<file path="config.mk">
export PLATFORM = sky130hd
export DESIGN_NAME = qvt_front
export DESIGN_NICKNAME = d
export VERILOG_FILES = /design/src/quaternion_vector_transform_unit_assert.svh /design/src/qvt_pkg.sv /design/src/qvt_front.sv
export SDC_FILE = /design/constraint.sdc
export NUM_CORES = 2
export LEC_CHECK = 0
export BUFFER_PORTS_ARGS = -buffer_cell sky130_fd_sc_hd__buf_2
export CORE_MARGIN = 3
export CORE_UTILIZATION = 56
export CTS_CLUSTER_DIAMETER = 80
export DETAILED_ROUTE_END_ITERATION = 8
export PLACE_DENSITY = 0.75
export SYNTH_ARGS = -nofsm -noshare
export SYNTH_HDL_FRONTEND = slang
export SYNTH_SLANG_ARGS = --single-unit
export TNS_END_PERCENT = 100
</file>
<file path="constraint.sdc">
create_clock -name i_clk -period 16.85 [get_ports i_clk]
set_input_delay 3.37 -clock i_clk [delete_from_list [all_inputs] [get_ports i_clk]]
set_output_delay 3.37 -clock i_clk [all_outputs]
set_load 0.005 [all_outputs]
</file>
<file path="src/quaternion_vector_transform_unit_assert.svh">
// ----------------------------------------------------------------------------
// Quaternion vector transform assertion macros
// Shared concurrent assertion forms for the transform unit.
// ----------------------------------------------------------------------------
`ifndef QUATERNION_VECTOR_TRANSFORM_UNIT_ASSERT_SVH
`define QUATERNION_VECTOR_TRANSFORM_UNIT_ASSERT_SVH

// same-cycle implication
`define QVT_ASSERT_IMP(lbl, ante, cons) \
    lbl: assert property (@(posedge i_clk) disable iff (!i_rst_n) (ante) |-> (cons)) \
        else $error("qvt check failed");

// next-cycle implication
`define QVT_ASSERT_NXT(lbl, ante, cons) \
    lbl: assert property (@(posedge i_clk) disable iff (!i_rst_n) (ante) |=> (cons)) \
        else $error("qvt check failed");

`endif

</file>
<file path="src/qvt_pkg.sv">
// ----------------------------------------------------------------------------
// Quaternion vector transform package
// Widths, register codes, shared types and helpers.
// ----------------------------------------------------------------------------
`default_nettype none

package qvt_pkg;

    localparam int CW_IDX = 3;
    localparam logic [CW_IDX-1:0] REG_ROT  = 3'd0;
    localparam logic [CW_IDX-1:0] REG_SX   = 3'd1;
    localparam logic [CW_IDX-1:0] REG_SY   = 3'd2;
    localparam logic [CW_IDX-1:0] REG_SZ   = 3'd3;
    localparam logic [CW_IDX-1:0] REG_TX   = 3'd4;
    localparam logic [CW_IDX-1:0] REG_TY   = 3'd5;
    localparam logic [CW_IDX-1:0] REG_TZ   = 3'd6;

    localparam int DW  = 24;          // coordinate width
    localparam int SW  = 16;          // scale width
    localparam int QW  = 17;          // quaternion component, room for negation
    localparam int VW  = 34;          // vector into rotation
    localparam int PW  = QW + VW;     // first cross products
    localparam int CPW = PW + 1;      // first cross sums
    localparam int TW  = CPW - 13;    // doubled cross term
    localparam int P2W = QW + TW;     // second products
    localparam int UW  = P2W + 2;     // second sums
    localparam int RW  = UW - 14;     // rotation delta
    localparam int V2W = RW + 1;      // rotated vector
    localparam int OW  = V2W + 1;     // after translation
    localparam int NW  = V2W + 9;     // division numerator
    localparam int QTW = DW;          // quotient bits
    localparam int NDIV = QTW;        // divider stages
    localparam int QDEPTH = 4;
    localparam int QAW = 2;

    localparam logic signed [OW-1:0] SAT_MAX = OW'(64'sd8388607);
    localparam logic signed [OW-1:0] SAT_MIN = OW'(-64'sd8388608);
    localparam logic signed [OW-1:0] DIV_OVF = OW'(64'sd16777216);

    typedef struct packed {
        logic inv;
        logic skip;
        logic pos;
    } t_mode;

    typedef struct packed {
        t_mode                  mode;
        logic signed [VW-1:0]   vx;
        logic signed [VW-1:0]   vy;
        logic signed [VW-1:0]   vz;
    } t_item;

    typedef struct packed {
        logic [63:0]            rot;
        logic [2:0][SW-1:0]     scale;
        logic [2:0][DW-1:0]     tr;
    } t_cfg;

    typedef struct packed {
        logic full;
        logic empty;
    } t_qstat;

    function automatic logic signed [QW-1:0] q_comp(t_cfg c, logic inv, int idx);
        logic signed [QW-1:0] e;
        e = QW'($signed(c.rot[16*idx +: 16]));
        return inv ? -e : e;
    endfunction

endpackage

`default_nettype wire

</file>
<file path="src/qvt_front.sv">
// ----------------------------------------------------------------------------
// Quaternion vector transform front end
// Accepts requests, applies forward scaling or inverse translation, queues them.
// ----------------------------------------------------------------------------
`default_nettype none

module qvt_front import qvt_pkg::*; (
    input  wire logic                 i_clk,
    input  wire logic                 i_rst_n,
    input  wire logic                 i_valid,
    output logic                      o_stall,
    input  wire logic [2:0]           i_req_type,
    input  wire logic signed [DW-1:0] i_vec_x,
    input  wire logic signed [DW-1:0] i_vec_y,
    input  wire logic signed [DW-1:0] i_vec_z,
    input  wire t_cfg                 i_cfg,
    input  wire t_qstat               i_qstat,
    output logic                      o_push,
    output t_item                     o_item
);

    logic                   r_vld;
    t_mode                  r_mode;
    logic signed [DW-1:0]   r_v [3];
    logic signed [VW-1:0]   w_o [3];
    logic                   w_acc;

    assign o_stall = r_vld && i_qstat.full;
    assign o_push  = r_vld && !i_qstat.full;
    assign w_acc   = i_valid && !o_stall;

    always_ff @(posedge i_clk) begin
        if (!i_rst_n) begin
            r_vld <= 1'b0;
        end else if (w_acc) begin
            r_vld <= 1'b1;
        end else if (o_push) begin
            r_vld <= 1'b0;
        end
        if (w_acc) begin
            r_mode <= t_mode'(i_req_type);
            r_v[0] <= i_vec_x;
            r_v[1] <= i_vec_y;
            r_v[2] <= i_vec_z;
        end
    end

    always_comb begin
        for (int i = 0; i < 3; i++) begin
            if (r_mode.inv) begin
                w_o[i] = r_mode.pos ? VW'(r_v[i]) - VW'($signed(i_cfg.tr[i])) : VW'(r_v[i]);
            end else if (!r_mode.skip) begin
                w_o[i] = VW'(((42)'(r_v[i]) * (42)'($signed({1'b0, i_cfg.scale[i]}))
                              + (42)'(128)) >>> 8);
            end else begin
                w_o[i] = VW'(r_v[i]);
            end
        end
        o_item.mode = r_mode;
        o_item.vx   = w_o[0];
        o_item.vy   = w_o[1];
        o_item.vz   = w_o[2];
    end

endmodule

`default_nettype wire

</file>
; Yosys cells after proc, flatten, opt, wreduce, memory -nomap -nowiden
; Memories as Yosys holds them, arrays and structs flattened.
; Index checks and enable logic that the tools add are counted.
[op_classes]
add_sub_neg = 6
n_mul = 3
muxes = 13
reduce_logical = 6
[op_table]
columns = op, n
row1 = 34-bit two-way mux, 9
row2 = 41-bit by 9-bit adder with 42-bit output (second input constant), 3
row3 = 24-bit by 17-bit multiplier with 41-bit output, 3
row4 = 24-bit by 24-bit subtractor with 25-bit output, 3
row5 = 1-bit two-way mux, 4
row6 = 1-bit logical AND, 3
row7 = 1-bit zero test, 2
row8 = 2-bit nonzero test, 1
[word_totals]
reg_bits = 4
ram_bits = 72
input_bits = 264
output_inout_bits = 107
word_cells = 33
n_memories = 1
[memory_table]
columns = memory, depth, width, rd, rd_ports_with_merged_regs, write_ports, line_no
row1 = r_v, 3, 24, 3, 0, 3, qvt_front.sv:24  ; logic signed [DW-1:0] r_v [3];

; Longest topological paths before layout
[logic_depth]
depth_word = 5
ltp_mapped = 26
depth_no_buf = 25

; Least setup slack after synthesis
; OpenSTA, ideal clock, no wires.
[synth_timing]
path_kind = input to output
start = in i_cfg[112] (netlist name)
end = out o_item[27] (netlist name)
arrival_time_ps = 9212
required_time_ps = 13480
slack_ps = 4268
path_stages = 24
cell_sequence = clkbuf_1 -> nand2_1 -> fa_1 -> inv_1 -> fa_1 -> inv_1 -> fa_1 -> inv_1 -> fa_1 -> fa_1 -> inv_1 -> fa_1 -> inv_1 -> ha_1 -> a21o_1 -> a31o_2 -> a221oi_1 -> o41ai_1 -> o211ai_1 -> nand3_1 -> a31o_2 -> a311oi_1 -> xor2_1 -> a21boi_0
[synth_rtl]
columns = item, line_no
row1 = "start, declared", qvt_front.sv:16  ; input wire t_cfg i_cfg,
row2 = "end, declared", qvt_front.sv:19  ; output t_item o_item

==> qor.yml <==
dpl.hpwl_um: 111000
cts_max_path_buffers: 2
overflow: 0
dr.pass1.iters: 6
synthTopCellsByArea: "fa_1 (45%), inv_1 (12%), ha_1 (11%)"
coreArea_um2: 90400
ant_nets: 0
setup_viol: 0
clkSlewWorstSetupHoldPaths_ps: 70
worstPathRequired_ps: 13480
grt_pass1_vias: 42000
period_minus_slack_ps: 14300
gp_congestion: 0.940
wl_per_cell_um: 19.5
syn_nets: 7706
h-tree-depth: 3
pin_count: 371
port_buffers: 305
drive_above_1_share_pct: 6.42
status: "complete, no violations"
critPathTopFamily: "adder cells"
rsz0062_at_grt: "false"
wirelength_um: 140000
yosysMostFrequentCell: "inv_1"
yosysTopAreaCell: "fa_1"
post-cts-setup-buffer-count: 0
cts_sinks: 76
tightest_slew_ps: 1210
crit_top_cell: "fa_1"
slowest_delay_ps: 1110
dieArea_um2: 95300
path_max_fanout: 24
fin_crit_sh_pct: 84.9
synth_top_area_share_pct: 44.6
hold_viol_final: 0
critPathLaunchType: "primary input"
timing.critical_path.buf_inv: 5
synthCells: 5867
die_x_um: 309
yosys_warnings: 0
synth-seq-cells: 76
hold_buffers: 0
synth_common_cells: "inv_1 (1598), fa_1 (1143), and2_1 (749)"
critical_path.cell_chain: "buf_2 -> nand2_1 -> fa_1 -> inv_1 -> fa_1 -> fa_1 -> fa_1 -> fa_1 -> inv_1 -> fa_1 -> inv_1 -> ha_1 -> and2_1 -> nand2_1 -> or4_1 -> a211o_1 -> nand3_1 -> o2111ai_1 -> nand2_1 -> xnor2_1 -> a2111oi_0 -> buf_2"
max_freq_ghz: 0.0699
ys_types: 78
rrSetupSlack_ps: 14470
grt_antenna_before_repair: 10
fin_nets: 7832
syn_to_final_growth_pct: 5.30
grt_max_degree: 67
syn_area_per_cell_um2: 8.75
fp-row-count: 110
synth-main-ff-cell: "edfxtp_1"
fp.dieH_um: 309
ys_seq_area_share_pct: 4.43
endpoint_kind: "output port"
clock_tree.root_cell: "clkbuf_16"
vias: 39500
numCtsBuffers: 9
slew_headroom_pct: 17.2
cpMaxStageDelayCell: "a2111oi_0"
ctsResizeCount: 0
hp-class: "register to register"
cts_tree: "built"
slew_viol_final: 0
arrival_ps: 10930
synth_area_um2: 51300
track_usage_pct: 30.6
grt_pass1_wl_um: 226000
skew_ps: 21.0
crit_type: "primary input to output port"
avgViaCountPerCell: 5.51
synth_edf_count: 75
synth_async_sr_flop_share_pct: 0
initialDrtViolationCount: 2723
drv_cap: 0
start_util_pct: 56.8
drc: 0
tns_ps: 0
clk_latency_ps: 440
==> path summary, 6_finish.rpt <==
path | end | depth (start not counted) | start
worst min register to register | r_vld | 2 | r_vld
worst max register to register | r_v[0][49] | 3 | r_vld
worst min-delay path | r_vld | 2 | r_vld
worst max-delay path | o_item[91] | 22 | i_cfg[80]
==> worst min-delay path, stage by stage, from the launching register on <==
cell and delay (ps):
dfxtp_1 310, and2_1 200, o21a_1 130
==> routing by layer <==
metal  track usage (%)  vias up  routed length, um
met5                 0        -                 13
met3              6.05      290              12400
li1                  -    17700                  -
met2              50.9     1544              66900
met1              40.0    20000              55100
met4              11.0        2               5370
==> cells by family after synthesis <==
family	share of synthesized area (%)
compound gates	8.21
xor+xnor	2.47
fa+ha+maj	55.1
buf+inv	13.3
flops	4.43
mux	0.475
simple gates	16.0
==> metrics by stage <==
stage	area [um^2]	util (%)	hold WS [ps]	instances	setup slack (ps)
2_1_floorplan	51300	-	588	5867	4270
3_3_place_gp	53700	59.4	634	7158	2860
3_5_place_dp	53700	59.4	658	7158	2780
4_1_cts	54000	59.8	677	7174	2780
5_1_grt	54000	59.8	749	7175	2340
6_report	54100	59.8	668	7180	2550
==> state kept, by name, summed over array words and instances, names as in the netlist <==
| signal | flops |
|---|---|
| r_v | 72 |
| o_item | 3 |
| r_vld | 1 |
==> cells in the final DEF, fill, tap and decap left out, types with 18 or more instances in the layout <==
| master | Yosys | final |
|---|---|---|
| a211oi_1 | 45 | 45 |
| a21o_1 | 88 | 88 |
| a21oi_1 | 199 | 199 |
| a31oi_1 | 22 | 22 |
| and2_1 | 749 | 749 |
| and3_1 | 18 | 18 |
| buf_2 | 1 | 305 |
| buf_4 | 0 | 30 |
| edfxtp_1 | 75 | 75 |
| fa_1 | 1143 | 1143 |
| ha_1 | 432 | 432 |
| inv_1 | 1598 | 1598 |
| mux2i_1 | 21 | 21 |
| nand2_1 | 528 | 528 |
| nand3_1 | 28 | 28 |
| nor2_1 | 115 | 113 |
| nor2b_1 | 30 | 29 |
| nor3_1 | 42 | 42 |
| o21a_1 | 41 | 41 |
| o21ai_0 | 111 | 111 |
| xnor2_1 | 93 | 93 |
| xor2_1 | 52 | 52 |
==> area by class of cell <==
class | count | area, um^2
clock inverter | 6 | 63.8
tap | 1176 | 1470
fill | 7857 | 36400
sequential | 76 | 2270
inverter | 1599 | 6000
multi-input combinational | 3972 | 42200
antenna | 6 | 15.0
timing repair buffer | 335 | 1750
clock buffer | 10 | 229
Power is left out: the tool's default activity adds up to more than one toggle a clock period on the data nets, which glitch-free logic cannot reach.
