<file path="src/quaternion_vector_transform_unit_assert.svh">
// ----------------------------------------------------------------------------
// Quaternion vector transform assertion macros
// Shared concurrent assertion forms for the transform unit.
// ----------------------------------------------------------------------------
`ifndef QUATERNION_VECTOR_TRANSFORM_UNIT_ASSERT_SVH
`define QUATERNION_VECTOR_TRANSFORM_UNIT_ASSERT_SVH

// same-cycle implication
`define QVT_ASSERT_IMP(lbl, ante, cons) \
    lbl: assert property (@(posedge i_clk) disable iff (!i_rst_n) (ante) |-> (cons)) \
        else $error("qvt check failed");

// next-cycle implication
`define QVT_ASSERT_NXT(lbl, ante, cons) \
    lbl: assert property (@(posedge i_clk) disable iff (!i_rst_n) (ante) |=> (cons)) \
        else $error("qvt check failed");

`endif

</file>
<file path="src/qvt_pkg.sv">
// ----------------------------------------------------------------------------
// Quaternion vector transform package
// Widths, register codes, shared types and helpers.
// ----------------------------------------------------------------------------
`default_nettype none

package qvt_pkg;

    localparam int CW_IDX = 3;
    localparam logic [CW_IDX-1:0] REG_ROT  = 3'd0;
    localparam logic [CW_IDX-1:0] REG_SX   = 3'd1;
    localparam logic [CW_IDX-1:0] REG_SY   = 3'd2;
    localparam logic [CW_IDX-1:0] REG_SZ   = 3'd3;
    localparam logic [CW_IDX-1:0] REG_TX   = 3'd4;
    localparam logic [CW_IDX-1:0] REG_TY   = 3'd5;
    localparam logic [CW_IDX-1:0] REG_TZ   = 3'd6;

    localparam int DW  = 24;          // coordinate width
    localparam int SW  = 16;          // scale width
    localparam int QW  = 17;          // quaternion component, room for negation
    localparam int VW  = 34;          // vector into rotation
    localparam int PW  = QW + VW;     // first cross products
    localparam int CPW = PW + 1;      // first cross sums
    localparam int TW  = CPW - 13;    // doubled cross term
    localparam int P2W = QW + TW;     // second products
    localparam int UW  = P2W + 2;     // second sums
    localparam int RW  = UW - 14;     // rotation delta
    localparam int V2W = RW + 1;      // rotated vector
    localparam int OW  = V2W + 1;     // after translation
    localparam int NW  = V2W + 9;     // division numerator
    localparam int QTW = DW;          // quotient bits
    localparam int NDIV = QTW;        // divider stages
    localparam int QDEPTH = 4;
    localparam int QAW = 2;

    localparam logic signed [OW-1:0] SAT_MAX = OW'(64'sd8388607);
    localparam logic signed [OW-1:0] SAT_MIN = OW'(-64'sd8388608);
    localparam logic signed [OW-1:0] DIV_OVF = OW'(64'sd16777216);

    typedef struct packed {
        logic inv;
        logic skip;
        logic pos;
    } t_mode;

    typedef struct packed {
        t_mode                  mode;
        logic signed [VW-1:0]   vx;
        logic signed [VW-1:0]   vy;
        logic signed [VW-1:0]   vz;
    } t_item;

    typedef struct packed {
        logic [63:0]            rot;
        logic [2:0][SW-1:0]     scale;
        logic [2:0][DW-1:0]     tr;
    } t_cfg;

    typedef struct packed {
        logic full;
        logic empty;
    } t_qstat;

    function automatic logic signed [QW-1:0] q_comp(t_cfg c, logic inv, int idx);
        logic signed [QW-1:0] e;
        e = QW'($signed(c.rot[16*idx +: 16]));
        return inv ? -e : e;
    endfunction

endpackage

`default_nettype wire

</file>
<file path="src/qvt_queue.sv">
// ----------------------------------------------------------------------------
// Quaternion vector transform queue
// Short FIFO between front end and back end.
// ----------------------------------------------------------------------------
`default_nettype none

module qvt_queue import qvt_pkg::*; (
    input  wire logic   i_clk,
    input  wire logic   i_rst_n,
    input  wire logic   i_push,
    input  wire t_item  i_item,
    input  wire logic   i_pop,
    output t_item       o_item,
    output t_qstat      o_stat
);

    t_item              r_mem [QDEPTH];
    logic [QAW-1:0]     r_wr;
    logic [QAW-1:0]     r_rd;
    logic [QAW:0]       r_cnt;

    assign o_stat.full  = (r_cnt == (QAW+1)'(QDEPTH));
    assign o_stat.empty = (r_cnt == '0);
    assign o_item       = r_mem[r_rd];

    always_ff @(posedge i_clk) begin
        if (!i_rst_n) begin
            r_wr  <= '0;
            r_rd  <= '0;
            r_cnt <= '0;
        end else begin
            if (i_push) begin
                r_wr <= r_wr + 1'b1;
            end
            if (i_pop) begin
                r_rd <= r_rd + 1'b1;
            end
            r_cnt <= r_cnt + (QAW+1)'(i_push) - (QAW+1)'(i_pop);
        end
        if (i_push) begin
            r_mem[r_wr] <= i_item;
        end
    end

endmodule

`default_nettype wire

</file>
<file path="config.mk">
export PLATFORM = sky130hd
export DESIGN_NAME = qvt_queue
export DESIGN_NICKNAME = d
export VERILOG_FILES = /design/src/quaternion_vector_transform_unit_assert.svh /design/src/qvt_pkg.sv /design/src/qvt_queue.sv
export SDC_FILE = /design/constraint.sdc
export NUM_CORES = 1
export LEC_CHECK = 0
export ABC_CLOCK_PERIOD_IN_PS = 11900
export BUFFER_PORTS_ARGS = -buffer_cell sky130_fd_sc_hd__buf_2
export CORE_MARGIN = 2
export CORE_UTILIZATION = 30
export CTS_CLUSTER_DIAMETER = 120
export CTS_CLUSTER_SIZE = 25
export DETAILED_ROUTE_END_ITERATION = 10
export GPL_ROUTABILITY_DRIVEN = 1
export GPL_TIMING_DRIVEN = 0
export HOLD_SLACK_MARGIN = 0.05
export PLACE_DENSITY = 0.51
export SLEW_MARGIN = 10
export SYNTH_ARGS = -nofsm -noshare
export SYNTH_HDL_FRONTEND = slang
export SYNTH_SLANG_ARGS = --single-unit
</file>
<file path="constraint.sdc">
create_clock -name i_clk -period 11.9 [get_ports i_clk]
set_clock_uncertainty 0.2 [all_clocks]
set_input_delay 2.38 -clock i_clk [delete_from_list [all_inputs] [get_ports i_clk]]
set_output_delay 2.38 -clock i_clk [all_outputs]
set_load 0.005 [all_outputs]
</file>
* Word-level counts from Yosys, hierarchy flattened
Memory sizes are Yosys's and may differ from the RTL's. A register that Yosys moved wholly into a read port is not among the register bits.
Cells that the tools add are included.
** Storage, ports and cells
- Latch bits :: 0
- Memories kept :: 1
- Bits in registers :: 7
- Logic and storage cells :: 14
- Memory bits (read-only) :: 0
- Memory bits (writable) :: 420
** Memory list
- r_mem :: depth 4, bits a word 105, read ports 1, clocked after Yosys merged registers in 1, wr ports 1, line qvt_queue.sv:17 : t_item r_mem [QDEPTH];
** Operators by class
- Div/mod/pow operators :: 0
- Multiply operators :: 0
- Bitwise operators :: 0
- Eq/ne operators :: 1
- Magnitude comparators :: 0
- Mux-type cells :: 4
- Add/subtract/negate cells :: 4
- Shifts and indexed selects :: 0
- Reduce and logical (&&, ||, !) cells :: 1
** Operator list (number)
- adder 2 x 1 -> 2 bit (second input constant) :: 2
- 2-to-1 mux 2 bit :: 2
- adder 3 x 1 -> 3 bit :: 1
- == test 3 bit (second input constant) :: 1
- zero test 3 bit :: 1
- subtractor 3 x 1 -> 3 bit :: 1
- 2-to-1 mux 1 bit :: 2

* Longest topological paths before layout
Gate-level depths: netlist (run 1).
- Depth in word-level cells :: 3
- Mapped depth :: 7

* Worst setup path before layout (run 1)
Ideal clock, no wire load.
- Path type :: input to register
- From :: input port i_push
- To :: memory r_mem[0][0] (netlist bit) (enable)
- Data arrival time :: 4.800 ns
- Path slack :: 6.424 ns
- Setup time :: 0.476 ns
- Cell stages on the path :: 1
- Data required time :: 11.224 ns
- Path through :: and2_1
** On the way
- Cells in the longest elaborated chain, start to end :: 2
** RTL lines
- from (decl) :: line qvt_queue.sv:10 : input wire logic i_push,
- 2-to-1 mux 1 bit :: line qvt_queue.sv:40 : if (i_push) begin
- 2-to-1 mux 1 bit (implied by the code) :: line qvt_queue.sv:41 : r_mem[r_wr] <= i_item;
- to (decl) :: line qvt_queue.sv:17
Every way passes these cells.

==> impl_metrics.tcl, run 1 <==
set metrics [dict create \
    status "finished, final reports clean" \
    final_cells 1526 \
    cts-resized-gates 0 \
    syn_avg_cell_area_um2 26.4 \
    crit_path_start_kind "register" \
    drcViolationCount 0 \
    r2r_end "r_mem[0][79]" \
    vias 6881 \
    fin_crit_ns 4.98 \
    post_cts_buffers 0 \
    grt_usage_pct 11.9 \
    seq_area_um2 12800 \
    antenna_cells 0 \
    synth_fp_nets 708 \
    clock_path_buffers 3 \
    clock_latency_ns 0.54 \
    slew_headroom_pct 45.8 \
    met2WireLength_mm 15.6 \
    setup_viol 0 \
    die-width_um 232 \
    clkTransAtPathRegs_ns 0.09 \
    leakage_nw 5.99 \
    endpoint_kind "output pin" \
    die_area_um2 53900 \
    seq_area_frac_synth_pct 82.0 \
    wl_per_cell_um 21.0 \
    core_area_um2 51400 \
    clock.fmax_mhz 201 \
    whs_path_depth 2 \
    htree_levels 1 \
    grt_max_degree 45 \
    min_from "r_rd[1]" \
    rsz0062_at_grt "no" \
    start_util_pct 30.4 \
    required_ns 9.32 \
    grt_pass1_wl_mm 47.8 \
    cts.sinks 429 \
    gp_congestion 0.674 \
    tightest_slew_ns 0.813 \
    hold-path-endpoint "r_rd[1]" \
    ff2ff_setup_slack_ns 9.57 \
    pin_count 216 \
    irDropWorstVdd_mv 0.0965 \
    fillCellCount 4783 \
    cts_inserted_buffers 21 \
    hpwl_mm 20.0 \
    holdWs_ns 0.363 \
    crit_chain "buf_2, clkbuf_1, mux4_2, buf_2" \
    ys_types 21 \
    crit_fanout 10 \
    setup_tns_ns 0 \
    overflow 0 \
    drt-met1-wl_mm 13.7 \
    dr.pass1.iters 4 \
    r2r_start "r_wr[0]" \
    syn2layout_area_growth_pct 17.5 \
    grt_pass1_vias 7478 \
    cp_common_cell "buf_2" \
    rows 83 \
    ys_warn_count 0 \
    synth_area_um2 15600 \
    wl_met3_mm 2.21 \
    dr.first_iter.drc_count 398 \
    cts-root-buf "clkbuf_16" \
    syn_inst 592 \
    ant_nets 0 \
    slowest_delay_ns 0.65 \
    antenna_found_initial 7 \
    die_y_um 232 \
    port_buffers 215 \
    ff2ff_path_depth 5 \
    drv_cap 0 \
    cp_slowest_cell "clkbuf_1" \
    drive_gt1_share_pct 44.4 \
    holdBufCountCts 0 \
    fin_nets 955 \
    hold_path.class "register to register" \
    multi_input_area_um2 2610 \
    powerDensity_nw_per_um2 155 \
    vias_per_cell 4.51 \
    placed_cells 1496 \
    report.final.slew_viol_count 0 \
    crit_type "register to output pin" \
    fin_crit_sh_pct 41.8 \
    dr.max_layer_used "met5" \
    worst_ep_arrival_time_ns 2.40 \
    synth-seq-cells 429 \
    cts_tree "done" \
    finalHoldViolCount 0 \
    drt-total-wl_mm 32.0 \
]
## through the flow
step           instance area, um2  setup slack [ns]  util (%)  power, mW
2_1_floorplan               15600              6.42         -       1.96
3_3_place_gp                17500              3.67      34.1       2.11
3_5_place_dp                17800              7.39      34.5       2.11
4_1_cts                     18300              6.78      35.7       2.91
5_1_grt                     18300              6.74      35.7       2.98
6_report                    18300              6.92      35.7       2.85
## worst max-delay path: cells and delay by family, from the launching register on
kind / cells / cell delay, ns
multiplexers: 1 / 0.50
flip-flops: 1 / 0.31
buffers and inverters: 3 / 1.05
## layout by cell type (no fill, tap or decap), drive strengths merged
cell / count
a21bo: 1
a21oi: 1
and2: 6
and3: 1
buf: 243
clkbuf: 33
clkinv: 1
dfxtp: 9
edfxtp: 420
fa: 1
ha: 6
inv: 8
mux2i: 1
mux4: 105
nand3b: 1
nor2: 5
nor3: 1
xnor2: 2
xor3: 1
## how the worst max path moves through the flow
stage / from / end / slack, ns
2_1_floorplan: i_push / r_mem[0][0] / 6.42
3_3_place_gp: i_push / r_mem[1][65] / 3.67
3_5_place_dp: register / o_item[23] / 7.39
4_1_cts: register / o_item[23] / 6.78
5_1_grt: register / o_item[23] / 6.74
6_report: register / o_item[24] / 6.92
## final cells by class
class | instances | area share, %
Sequential cell | 429 | 69.8
Inverter | 7 | 0.143
Clock buffer | 28 | 3.01
Clock inverter | 2 | 0.136
Multi-Input combinational cell | 132 | 14.2
Tap cell | 680 | 4.64
Timing Repair Buffer | 224 | 7.06
Buffer | 24 | 1.01
## metal layers
metal | vias to the layer above | track usage (%)
li1 | 3017 | -
met1 | 3668 | 15.8
met2 | 142 | 19.4
met3 | 40 | 3.39
met4 | 14 | 2.30
met5 | - | 0
## registers in the layout, summed over array words and instances, names as in the netlist, named ones only
register,flops
r_wr,2
r_rd,2
r_cnt,3
r_mem,420
## power breakdown
| part | total, mW | switching (mW) | internal (mW) |
|---|---|---|---|
| sequential | 1.75 | 0.0157 | 1.73 |
| combinational | 0.314 | 0.159 | 0.155 |
| clock | 0.788 | 0.457 | 0.331 |
| total | 2.85 | 0.632 | 2.22 |
## logic make-up after synthesis
logic type	count (synthesis)	share of synthesized area [%]
adder cells (fa/ha/maj)	7	0.609
XOR/XNOR	3	0.265
AO/OA/AOI/OAI	2	0.0962
multiplexers	106	15.2
buffers and inverters	31	1.36
AND/OR/NAND/NOR	14	0.481
flip-flops	429	82.0
## synthesized netlist by cell type
cell | number | area (um2)
xnor2_1 | 2 | 17.5
dfxtp_1 | 9 | 180
and2_1 | 6 | 37.5
buf_6 | 1 | 11.3
inv_1 | 7 | 26.3
nor2_1 | 5 | 18.8
and3_1 | 1 | 6.26
buf_8 | 5 | 75.1
buf_2 | 12 | 60.1
edfxtp_1 | 420 | 12600
nand3b_1 | 1 | 7.51
mux2i_1 | 1 | 10.0
a21oi_1 | 1 | 5.00
clkbuf_1 | 5 | 18.8
a21bo_2 | 1 | 10.0
ha_1 | 6 | 75.1
mux4_2 | 105 | 2360
nor3_1 | 1 | 5.00
xor3_1 | 1 | 23.8
buf_12 | 1 | 20.0
fa_1 | 1 | 20.0
Power figures use the tool's default switching activity.
==> run 2, diff against run 1 <==
--- a/config.mk
+++ b/config.mk
@@ -5,7 +5,8 @@
 export SDC_FILE = /design/constraint.sdc
 export NUM_CORES = 1
 export LEC_CHECK = 0
-export ABC_CLOCK_PERIOD_IN_PS = 11900
+export ABC_AREA = 1
+export ABC_CLOCK_PERIOD_IN_PS = 5000
 export BUFFER_PORTS_ARGS = -buffer_cell sky130_fd_sc_hd__buf_2
 export CORE_MARGIN = 2
 export CORE_UTILIZATION = 30
==> constraint.sdc (replaced) <==
create_clock -name i_clk -period 5 [get_ports i_clk]
set_clock_uncertainty 0.2 [all_clocks]
set_input_delay 1 -clock i_clk [delete_from_list [all_inputs] [get_ports i_clk]]
set_output_delay 1 -clock i_clk [all_outputs]
set_load 0.005 [all_outputs]
==> impl_metrics.tcl, run 2 <==
set metrics [dict create \
    setup_viol 0 \
    slew_headroom_pct 48.4 \
    dr.first_iter.drc_count 627 \
    whs_path_depth 2 \
    leakage_nw 7.61 \
    fillCellCount 5483 \
    synth_common_cells "420 x edfxtp_1, 225 x inv_1, 220 x nand2_1" \
    powerDensity_nw_per_um2 347 \
    r2r_start "r_wr[0]" \
    placed_cells 2255 \
    crit_family "buffers and inverters" \
    syn_avg_cell_area_um2 13.3 \
    clkTransAtPathRegs_ns 0.09 \
    die_y_um 242 \
    multi_input_area_um2 2840 \
    vias 10085 \
    crit_fanout 10 \
    slowest_delay_ns 0.45 \
    rsz0062_at_grt "no" \
    cts.sinks 429 \
    htree_levels 1 \
    fin_nets 1638 \
    ys_warn_count 0 \
    min_from "r_rd[1]" \
    clock.fmax_mhz 299 \
    crit_chain "buf_2, buf_2, o211ai_1, nand2_1, buf_2" \
    cp.depth 5 \
    synth-seq-cells 429 \
    most-common-layout-cells "420 x edfxtp_1, 241 x buf_2, 221 x inv_1" \
    wl_per_cell_um 18.6 \
    holdBufCountCts 0 \
    worst_ep_arrival_time_ns 2.15 \
    syn2layout_area_growth_pct 16.1 \
    setup_slack_ns 1.65 \
    path_buf_inv 3 \
    post_cts_buffers 0 \
    synthTopCellsByArea "edfxtp_1 74%, inv_1 5.0%, nand2_1 4.8%" \
    required_ns 3.80 \
    grt_usage_pct 14.2 \
    status "finished, final reports clean" \
    hold-path-endpoint "r_rd[1]" \
    grt_pass1_wl_mm 62.9 \
    ys_types 18 \
    ff2ff_setup_slack_ns 2.80 \
    synth_top_area_share_pct 74.0 \
    antenna_found_initial 12 \
    finalHoldViolCount 0 \
    seq_area_frac_synth_pct 75.1 \
    synth_ff_type "edfxtp_1" \
    final_cells 2288 \
    drv_cap 0 \
    rows 87 \
    fin_crit_ns 3.35 \
    core_area_um2 56300 \
    drive_gt1_share_pct 20.8 \
    top_regs "r_mem x420, r_cnt x3" \
    synth_fp_nets 1396 \
    final_common_cell "edfxtp_1" \
    drt-total-wl_mm 42.6 \
    start_util_pct 30.3 \
    hold_path.class "register to register" \
    report.final.slew_viol_count 0 \
    cts-root-buf "clkbuf_16" \
    cts-resized-gates 0 \
    overflow 0 \
    endpoint_kind "output pin" \
    seq_area_um2 12800 \
    place_ws_ns 2.20 \
    cts_inserted_buffers 21 \
    yosys.area.top_type "edfxtp_1" \
    ys_async_sr_fraction_pct 0 \
    irDropWorstVdd_mv 0.261 \
    die_area_um2 58700 \
    stdcell_area_um2 19800 \
    synth_area_um2 17000 \
    clock_path_buffers 3 \
    cts_tree "done" \
    grt_pass1_vias 9928 \
    vias_per_cell 4.41 \
    syn_inst 1280 \
    tightest_slew_ns 0.774 \
    dr.pass1.iters 5 \
    drcViolationCount 0 \
    gp_congestion 0.721 \
    setup_tns_ns 0 \
    synth_edf_count 420 \
    clock_latency_ns 0.57 \
    synth.most_common_cell "edfxtp_1" \
    regMostFlops "r_mem" \
    die-width_um 242 \
    dpl_cell_area_um2 19200 \
    cp_slowest_cell "buf_2" \
    cp_common_cell "buf_2" \
    grt_max_degree 68 \
    largest_register_ffs 420 \
    r2r_end "r_mem[0][44]" \
    ff2ff_path_depth 5 \
    hpwl_mm 26.3 \
    fin_crit_sh_pct 67.0 \
    port_buffers 215 \
    crit_type "register to output pin" \
    crit_path_start_kind "register" \
    ant_nets 0 \
    pin_count 216 \
]
==> run 2: how the worst max path moves through the flow <==
stage | start | to | slack (ns)
floorplan | i_push | r_mem[2][0] | 1.28
global placement | i_push | r_mem[3][38] | -0.97
detailed placement | i_push | r_mem[0][40] | 2.20
CTS | register | o_item[68] | 1.61
global route | register | o_item[75] | 1.52
finish | register | o_item[68] | 1.65
==> run 2: area by class of cell <==
type	count	share of cell area, %
multi-input cells	556	14.4
repair buffers	219	6.00
inverters	225	4.37
diodes	2	0.0253
clock inverters	3	0.183
well taps	756	4.78
flip-flops and latches	429	64.7
plain buffers	70	2.84
clock buffers	28	2.79
==> run 2: kinds of logic (layout without fill, tap and decap cells) <==
| family | after synthesis | in the layout | share of synthesized area, % |
|---|---|---|---|
| adder cells (fa/ha/maj) | 7 | 7 | 0.558 |
| other | 0 | 2 | 0 |
| flip-flops | 429 | 429 | 75.1 |
| AO/OA/AOI/OAI | 325 | 325 | 11.2 |
| buffers and inverters | 295 | 545 | 8.25 |
| AND/OR/NAND/NOR | 224 | 224 | 4.95 |
==> run 2: stage by stage <==
stage               util, %  hold slack [ns]  power, mW
floorplan                 -            0.236       4.64
global placement       33.9            0.249       5.06
detailed placement     34.1            0.262       5.06
CTS                    35.1            0.278       6.97
global route           35.1            0.313       7.16
finish                 35.2            0.277       6.86
==> run 2: power breakdown <==
group / internal, mW / switching (mW) / total, mW / leakage [nW]
logic: 0.288 / 0.524 / 0.812 / 3.39
registers: 4.11 / 0.0346 / 4.14 / 3.93
clock network: 0.793 / 1.11 / 1.90 / 0.285
==> run 2: routing by layer <==
layer	vias up	share of wire (%)	track usage, %
li1	4919	-	-
met5	-	0.30	0
met3	56	6.1	3.73
met1	4892	46	19.5
met4	20	1.5	2.25
met2	198	46	23.0
==> run 2: worst register-to-register path: stages (launching register included) <==
cell and delay [ns]:
dfxtp_1 0.34, inv_1 0.12, ha_1 0.16, nand2_1 0.10, inv_6 0.56, buf_16 0.33
